$ cat config.mk
export PLATFORM = sky130hd
export DESIGN_NAME = ima_adpcm_nibble_decoder
export DESIGN_NICKNAME = d
export VERILOG_FILES = /design/src/rtl/imadec_pkg.sv /design/src/rtl/imadec_nibble.sv /design/src/rtl/ima_adpcm_nibble_decoder.sv
export SDC_FILE = /design/constraint.sdc
export NUM_CORES = 1
export LEC_CHECK = 0
export BUFFER_PORTS_ARGS = -buffer_cell sky130_fd_sc_hd__buf_2
export CELL_PAD_IN_SITES_DETAIL_PLACEMENT = 1
export CELL_PAD_IN_SITES_GLOBAL_PLACEMENT = 2
export CORE_MARGIN = 3
export CORE_UTILIZATION = 42
export DETAILED_ROUTE_END_ITERATION = 8
export GPL_ROUTABILITY_DRIVEN = 0
export PLACE_DENSITY_LB_ADDON = 0.15
export SYNTH_ARGS = -nofsm -noshare
export SYNTH_HDL_FRONTEND = slang
export SYNTH_SLANG_ARGS = --single-unit
$ cat constraint.sdc
create_clock -name i_clk -period 18.6 [get_ports i_clk]
set_input_delay 1.86 -clock i_clk [delete_from_list [all_inputs] [get_ports i_clk]]
set_output_delay 1.86 -clock i_clk [all_outputs]
set_load 0.1 [all_outputs]
$ cat src/rtl/imadec_pkg.sv
// shared types, constants and tables for the ima adpcm nibble decoder
`timescale 1ns / 1ps
`default_nettype none

package imadec_pkg;

    localparam int DEF_NUM_CHANNELS = 2;

    localparam int POS_W    = 7;
    localparam int SAMPLE_W = 16;
    localparam int STEP_W   = 15;
    localparam int CODE_W   = 4;

    localparam logic [POS_W-1:0] MAX_POS = 7'd88;

    // wide accumulator limits for the saturating add
    localparam logic signed [17:0] ACC_MAX = 18'sd32767;
    localparam logic signed [17:0] ACC_MIN = -18'sd32768;

    // per-channel predictor state
    typedef struct packed {
        logic [POS_W-1:0]           pos;
        logic signed [SAMPLE_W-1:0] sample;
    } t_pred_state;

    // step index adjustment from the three magnitude bits
    function automatic logic signed [4:0] pos_delta(input logic [2:0] mag);
        logic signed [4:0] d;
        case (mag)
            3'd4:    d = 5'sd2;
            3'd5:    d = 5'sd4;
            3'd6:    d = 5'sd6;
            3'd7:    d = 5'sd8;
            default: d = -5'sd1;
        endcase
        return d;
    endfunction

    // quantizer step size table, 89 entries
    function automatic logic [STEP_W-1:0] step_size(input logic [POS_W-1:0] pos);
        logic [STEP_W-1:0] s;
        case (pos)
            7'd0:  s = 15'd7;      7'd1:  s = 15'd8;      7'd2:  s = 15'd9;
            7'd3:  s = 15'd10;     7'd4:  s = 15'd11;     7'd5:  s = 15'd12;
            7'd6:  s = 15'd13;     7'd7:  s = 15'd14;     7'd8:  s = 15'd16;
            7'd9:  s = 15'd17;     7'd10: s = 15'd19;     7'd11: s = 15'd21;
            7'd12: s = 15'd23;     7'd13: s = 15'd25;     7'd14: s = 15'd28;
            7'd15: s = 15'd31;     7'd16: s = 15'd34;     7'd17: s = 15'd37;
            7'd18: s = 15'd41;     7'd19: s = 15'd45;     7'd20: s = 15'd50;
            7'd21: s = 15'd55;     7'd22: s = 15'd60;     7'd23: s = 15'd66;
            7'd24: s = 15'd73;     7'd25: s = 15'd80;     7'd26: s = 15'd88;
            7'd27: s = 15'd97;     7'd28: s = 15'd107;    7'd29: s = 15'd118;
            7'd30: s = 15'd130;    7'd31: s = 15'd143;    7'd32: s = 15'd157;
            7'd33: s = 15'd173;    7'd34: s = 15'd190;    7'd35: s = 15'd209;
            7'd36: s = 15'd230;    7'd37: s = 15'd253;    7'd38: s = 15'd279;
            7'd39: s = 15'd307;    7'd40: s = 15'd337;    7'd41: s = 15'd371;
            7'd42: s = 15'd408;    7'd43: s = 15'd449;    7'd44: s = 15'd494;
            7'd45: s = 15'd544;    7'd46: s = 15'd598;    7'd47: s = 15'd658;
            7'd48: s = 15'd724;    7'd49: s = 15'd796;    7'd50: s = 15'd876;
            7'd51: s = 15'd963;    7'd52: s = 15'd1060;   7'd53: s = 15'd1166;
            7'd54: s = 15'd1282;   7'd55: s = 15'd1411;   7'd56: s = 15'd1552;
            7'd57: s = 15'd1707;   7'd58: s = 15'd1878;   7'd59: s = 15'd2066;
            7'd60: s = 15'd2272;   7'd61: s = 15'd2499;   7'd62: s = 15'd2749;
            7'd63: s = 15'd3024;   7'd64: s = 15'd3327;   7'd65: s = 15'd3660;
            7'd66: s = 15'd4026;   7'd67: s = 15'd4428;   7'd68: s = 15'd4871;
            7'd69: s = 15'd5358;   7'd70: s = 15'd5894;   7'd71: s = 15'd6484;
            7'd72: s = 15'd7132;   7'd73: s = 15'd7845;   7'd74: s = 15'd8630;
            7'd75: s = 15'd9493;   7'd76: s = 15'd10442;  7'd77: s = 15'd11487;
            7'd78: s = 15'd12635;  7'd79: s = 15'd13899;  7'd80: s = 15'd15289;
            7'd81: s = 15'd16818;  7'd82: s = 15'd18500;  7'd83: s = 15'd20350;
            7'd84: s = 15'd22385;  7'd85: s = 15'd24623;  7'd86: s = 15'd27086;
            7'd87: s = 15'd29794;
            default: s = 15'd32767;
        endcase
        return s;
    endfunction

endpackage

`default_nettype wire

$ cat src/rtl/imadec_nibble.sv
// one adpcm code step: table lookup, scaled difference, saturating add, step index update
`timescale 1ns / 1ps
`default_nettype none

module imadec_nibble
    import imadec_pkg::*;
(
    input  wire logic [CODE_W-1:0] i_code,
    input  wire t_pred_state       i_state,
    output t_pred_state            o_state
);

    logic [POS_W-1:0]           w_pos;
    logic [STEP_W-1:0]          w_step;
    logic [18:0]                w_prod;
    logic [15:0]                w_diff;
    logic signed [17:0]         w_acc;
    logic signed [8:0]          w_next;
    logic signed [4:0]          w_delta;
    logic signed [SAMPLE_W-1:0] w_sample;
    logic [POS_W-1:0]           w_pos_new;

    // positions above the table read as the last entry
    assign w_pos   = (i_state.pos > MAX_POS) ? MAX_POS : i_state.pos;
    assign w_step  = step_size(w_pos);
    assign w_delta = pos_delta(i_code[2:0]);

    // (2*mag+1)*step, then divide by 8
    assign w_prod = 19'({i_code[2:0], 1'b1}) * 19'(w_step);
    assign w_diff = w_prod[18:3];

    always_comb begin
        if (i_code[3]) begin
            w_acc = 18'(i_state.sample) - $signed({2'b00, w_diff});
        end else begin
            w_acc = 18'(i_state.sample) + $signed({2'b00, w_diff});
        end
        if (w_acc > ACC_MAX) begin
            w_sample = ACC_MAX[SAMPLE_W-1:0];
        end else if (w_acc < ACC_MIN) begin
            w_sample = ACC_MIN[SAMPLE_W-1:0];
        end else begin
            w_sample = w_acc[SAMPLE_W-1:0];
        end
    end

    assign w_next = $signed({2'b00, w_pos}) + {{4{w_delta[4]}}, w_delta};

    always_comb begin
        if (w_next < 9'sd0) begin
            w_pos_new = '0;
        end else if (w_next > $signed({2'b00, MAX_POS})) begin
            w_pos_new = MAX_POS;
        end else begin
            w_pos_new = w_next[POS_W-1:0];
        end
    end

    assign o_state = {w_pos_new, w_sample};

endmodule

`default_nettype wire

$ cat src/rtl/ima_adpcm_nibble_decoder.sv
// top level of the ima adpcm nibble decoder, two codes per byte, per-channel state
// usage:
//  - slave stream: s_axis_tdata carries one byte with two 4-bit codes, the low
//    nibble decoded first; s_axis_tuser carries the channel select and the
//    restart flag, which zeroes that channel's step index and prediction first
//  - master stream: m_axis_tdata carries the two signed 16-bit samples, first
//    in the low half; m_axis_tuser carries the channel they belong to
//  - pipeline: an accepted transfer is held in the input register; when the
//    result register is free, both nibbles are decoded from the input register
//    and loaded into the result register, which drives the master stream
//  - throughput: one byte per cycle while m_axis_tready is high, also on the same
//    channel back to back; the predictor state is read and written in the decode cycle
//  - stall: the result register holds while m_axis_tready is low, the input
//    register fills behind it, then s_axis_tready drops; nothing is lost
//  - reset clears both pipeline valids and every channel's state to zero
//  - a channel select at or above the channel count wraps modulo the count
`timescale 1ns / 1ps
`default_nettype none

module ima_adpcm_nibble_decoder
    import imadec_pkg::*;
#(
    parameter int NUM_CHANNELS = DEF_NUM_CHANNELS
) (
    input  wire logic        i_clk,
    input  wire logic        i_rst_n,
    // input stream
    input  wire logic        s_axis_tvalid,
    output logic             s_axis_tready,
    input  wire logic [7:0]  s_axis_tdata,   // [7:0] code_byte
    input  wire logic [1:0]  s_axis_tuser,   // [0] channel, [1] restart
    // output stream
    output logic             m_axis_tvalid,
    input  wire logic        m_axis_tready,
    output logic [31:0]      m_axis_tdata,   // [15:0] first_sample, [31:16] second_sample
    output logic [0:0]       m_axis_tuser    // [0] out_channel
);

    localparam int CH_W = (NUM_CHANNELS > 1) ? $clog2(NUM_CHANNELS) : 1;

    // input register
    logic        r_in_valid;
    logic [7:0]  r_in_byte;
    logic        r_in_chan;
    logic        r_in_restart;

    // result register
    logic        r_out_valid;
    logic [31:0] r_out_data;
    logic        r_out_chan;

    // per-channel predictor state
    logic [POS_W-1:0]           r_pos  [NUM_CHANNELS];
    logic signed [SAMPLE_W-1:0] r_pred [NUM_CHANNELS];

    logic        w_out_load;
    logic        w_decode;
    logic        w_chan;
    logic [CH_W-1:0] w_idx;
    t_pred_state w_start;
    t_pred_state w_mid;
    t_pred_state w_end;

    // result register frees up when empty or being taken
    assign w_out_load    = !r_out_valid || m_axis_tready;
    assign w_decode      = r_in_valid && w_out_load;
    assign s_axis_tready = !r_in_valid || w_out_load;

    // channel wraps modulo the channel count
    assign w_chan = (NUM_CHANNELS > 1) ? r_in_chan : 1'b0;
    assign w_idx  = CH_W'(w_chan);

    // restart zeroes the state before the first nibble
    always_comb begin
        if (r_in_restart) begin
            w_start = '0;
        end else begin
            w_start.pos    = r_pos[w_idx];
            w_start.sample = r_pred[w_idx];
        end
    end

    imadec_nibble u_low (
        .i_code  (r_in_byte[3:0]),
        .i_state (w_start),
        .o_state (w_mid)
    );

    imadec_nibble u_high (
        .i_code  (r_in_byte[7:4]),
        .i_state (w_mid),
        .o_state (w_end)
    );

    // control and state
    always_ff @(posedge i_clk) begin
        if (!i_rst_n) begin
            r_in_valid  <= 1'b0;
            r_out_valid <= 1'b0;
            for (int i = 0; i < NUM_CHANNELS; i++) begin
                r_pos[i]  <= '0;
                r_pred[i] <= '0;
            end
        end else begin
            if (s_axis_tready) begin
                r_in_valid <= s_axis_tvalid;
            end
            if (w_out_load) begin
                r_out_valid <= r_in_valid;
            end
            if (w_decode) begin
                r_pos[w_idx]  <= w_end.pos;
                r_pred[w_idx] <= w_end.sample;
            end
        end
    end

    // payload registers
    always_ff @(posedge i_clk) begin
        if (s_axis_tready && s_axis_tvalid) begin
            r_in_byte    <= s_axis_tdata;
            r_in_chan    <= s_axis_tuser[0];
            r_in_restart <= s_axis_tuser[1];
        end
        if (w_decode) begin
            r_out_data <= {w_end.sample, w_mid.sample};
            r_out_chan <= w_chan;
        end
    end

    assign m_axis_tvalid   = r_out_valid;
    assign m_axis_tdata    = r_out_data;
    assign m_axis_tuser[0] = r_out_chan;

endmodule

`default_nettype wire
==> summary.txt <==
Outcome
  – Status: finished, final reports clean

Detailed routing
  – Via count: approximately 14000
  – Antenna-violating nets left: 0
  – WL/cell: 21.2 um
  – Vias/cell: 6.13
  – First DRT Iteration DRCs: 883
  – DRC Markers: 0
  – DRT Wirelength: 48.5 mm
  – Pre-Repair DR Iteration Count: 5

Synthesis
  – Seq cells post-synth: 92
  – EDFF count, synth: 89
  – Async SR Flop Fraction: 0
  – Syn Nets: 2031
  – Synth Cell Area: 14500 um2
  – Post-Synthesis Cells: 1861
  – Most used DFF post-synth: edfxtp_1
  – Area contributors post-synth: edfxtp_1, ha_1, fa_1
  – Synth cell types: 105
  – Register area share after synthesis: 0.188
  – Yosys warns: 0
  – Synthesized area per cell: 7.80 um2
  – Synth top area share: 0.184
  – Area leader, netlist: edfxtp_1

Die
  – # rows: 67
  – Chip width: around 190 um
  – Die area: 36800 um2
  – Ports: 49
  – Die Ht: 192 um
  – Core box area: around 34000 um2
  – Initial Utilization: 0.429

Timing
  – Setup violations, final: 0
  – RSZ-0062 raised after global routing: false
  – Tmin final: 15.68 ns
  – Tcrit/Tclk final: 0.843
  – Max frequency: 63.8 MHz
  – Worst hold slack: 0.552 ns
  – Normalized max-slew margin: 0.250
  – Post-route setup slack: roughly 2.9 ns
  – Worst slew pin tran: 1.12 ns
  – Setup TNS: 0 ns
  – Slew Limit Fails: 0
  – Final Hold Fails: 0
  – Skew final: roughly 0.015 ns

Worst setup path
  – CP most frequent cell: a21oi_1
  – CP max-delay cell: dfxtp_2
  – CP max FO: 48
  – Worst path required time: roughly 19 ns
  – WS Path Type: reg2reg
  – Largest stage delay, worst path: approximately 1.1 ns
  – CP Capture Type: flip-flop
  – Arr. time, crit path: 15.74 ns
  – Critical Path Start Type: flip-flop
  – R2R depth: approximately 50

Cells and area
  – Most common cell after layout, fill and taps aside: nor2_1
  – Final net count: 2001
  – Layout cells sized above 1: 0.0910
  – Commonest cells after routing, fill and taps aside: nor2_1, nand2_1, a21oi_1, inv_1, ha_1
  – Antenna diode count: 0
  – Fill count: 4164
  – Final std cells w/o fill: 2284
  – Area growth syn-to-layout: 5.42%

Global route
  – Largest net degree at the start of global routing: 49
  – First-pass GRT wire length: 79.1 mm
  – Total congestion overflow: 0
  – GR Util All Layers: 0.266
  – Initial antenna violation count: 0
  – Vias in the first global route: 14500

Clock tree
  – H-tree lvl count: 3
  – CTS resizes: 0
  – Clock latency on the worst-skew pair: 0.36 ns
  – Cts bufs inserted: 9
  – TritonCTS clock tree: done
  – Hold Buf Count CTS: 0
  – Maximum buffer depth of the clock tree: 2
  – Post-CTS setup repair buffer count: 0
  – Root buf cell: clkbuf_16
  – Clock sinks: between 90 and 100
  – Clk slew on worst S/H paths: 0.08 ns

Place
  – Number of port buffers: 48
  – Placed cell count: 2268
  – Worst slack at placement: 3.06 ns
  – Dpl hpwl: 36.9 mm

Hold path
  – Min-Delay Path Depth: 1
  – Hold Path Class: reg2reg

Flow run
  – Max-capacitance violation count: 0
==> cells in the mapped netlist (11+ instances only) <==
library cell / instances
nand2b_1: 13
fa_1: 54
o211ai_1: 17
mux2i_1: 28
nor3_1: 54
nor2b_1: 20
o21ai_1: 17
o21a_1: 13
inv_1: 151
clkbuf_1: 86
a211oi_1: 20
o22ai_2: 15
or2_2: 11
nand2_1: 168
a21o_1: 41
a311oi_1: 11
a31oi_1: 36
nor4_1: 11
o22ai_1: 25
o21ai_0: 98
o31ai_1: 13
and3_1: 16
nand3_1: 29
nor2_1: 192
o21bai_1: 15
and2_1: 43
edfxtp_1: 89
a21oi_1: 154
xor2_1: 33
xnor2_1: 68
ha_1: 102
==> logic make-up (layout without fill, tap and decap cells) <==
| group | Yosys count | count (layout) | share of synthesized area |
|---|---|---|---|
| muxes | 37 | 37 | 0.0284 |
| buffers and inverters | 270 | 245 | 0.0745 |
| AOI/OAI and AO/OA | 588 | 588 | 0.279 |
| adders and majority gates | 157 | 157 | 0.163 |
| DFF | 92 | 92 | 0.188 |
| xor gates and xnor gates | 103 | 103 | 0.0645 |
| and+or+nand+nor | 614 | 614 | 0.203 |
==> worst paths after layout <==
check                                              from                         end  slack [ns]
worst max-delay path                          flip-flop  r_pred[1][7]$_SDFFCE_PN0P_        2.92
worst min-delay path            r_in_valid$_SDFFE_PN0N_  m_axis_tvalid$_SDFFE_PN0P_        0.55
worst max register to register                flip-flop  r_pred[1][7]$_SDFFCE_PN0P_        2.92
worst min register to register  r_in_valid$_SDFFE_PN0N_  m_axis_tvalid$_SDFFE_PN0P_        0.55
==> final cells by class <==
| class | count | area, um2 | share of cell area |
|---|---|---|---|
| flip-flops and latches | 92 | 2730 | 0.179 |
| inverters | 157 | 591 | 0.0386 |
| clock buffers | 9 | 225 | 0.0147 |
| multi-input cells | 1499 | 10700 | 0.701 |
| repair buffers | 72 | 420 | 0.0275 |
| clock inverters | 7 | 48.8 | 0.00319 |
| well taps | 448 | 561 | 0.0366 |
==> per-layer routing <==
metal	vias to the layer above	global-route usage	routed length, um	part of all wire
li1	6641	-	-	-
met1	6912	0.363	22000	0.45
met2	354	0.445	22900	0.47
met3	84	0.0237	2050	0.042
met4	0	0.0835	1500	0.031
met5	-	0	0	0
==> flip-flops by register name, summed over array words and instances (netlist names), named ones only <==
register	cells
r_pred	32
r_pos	14
m_axis_tdata	32
r_in_byte	8
m_axis_tuser	1
r_in_chan	1
m_axis_tvalid	1
r_in_valid	1
r_in_restart	1
==> critical path: cells and delay by family, from the launching register on <==
| kind | cells | cell delay [ns] |
|---|---|---|
| adder cells (fa/ha/maj) | 5 | 2.32 |
| buffers and inverters | 7 | 1.97 |
| multiplexers | 1 | 0.27 |
| XOR/XNOR | 3 | 0.87 |
| flip-flops | 1 | 1.07 |
| AND/OR/NAND/NOR | 12 | 3.27 |
| AO/OA/AOI/OAI | 21 | 5.54 |
==> metrics by stage <==
stage                     instance area, um2   util
final                                  15300  0.453
after global routing                   15300  0.453
after detailed placement               15000  0.445
after floorplan                        14500      -
after global placement                 15000  0.445
after CTS                              15300  0.453
Power is left out: the tool's default activity adds up to more than one toggle a clock period on the data nets, which glitch-free logic cannot reach.
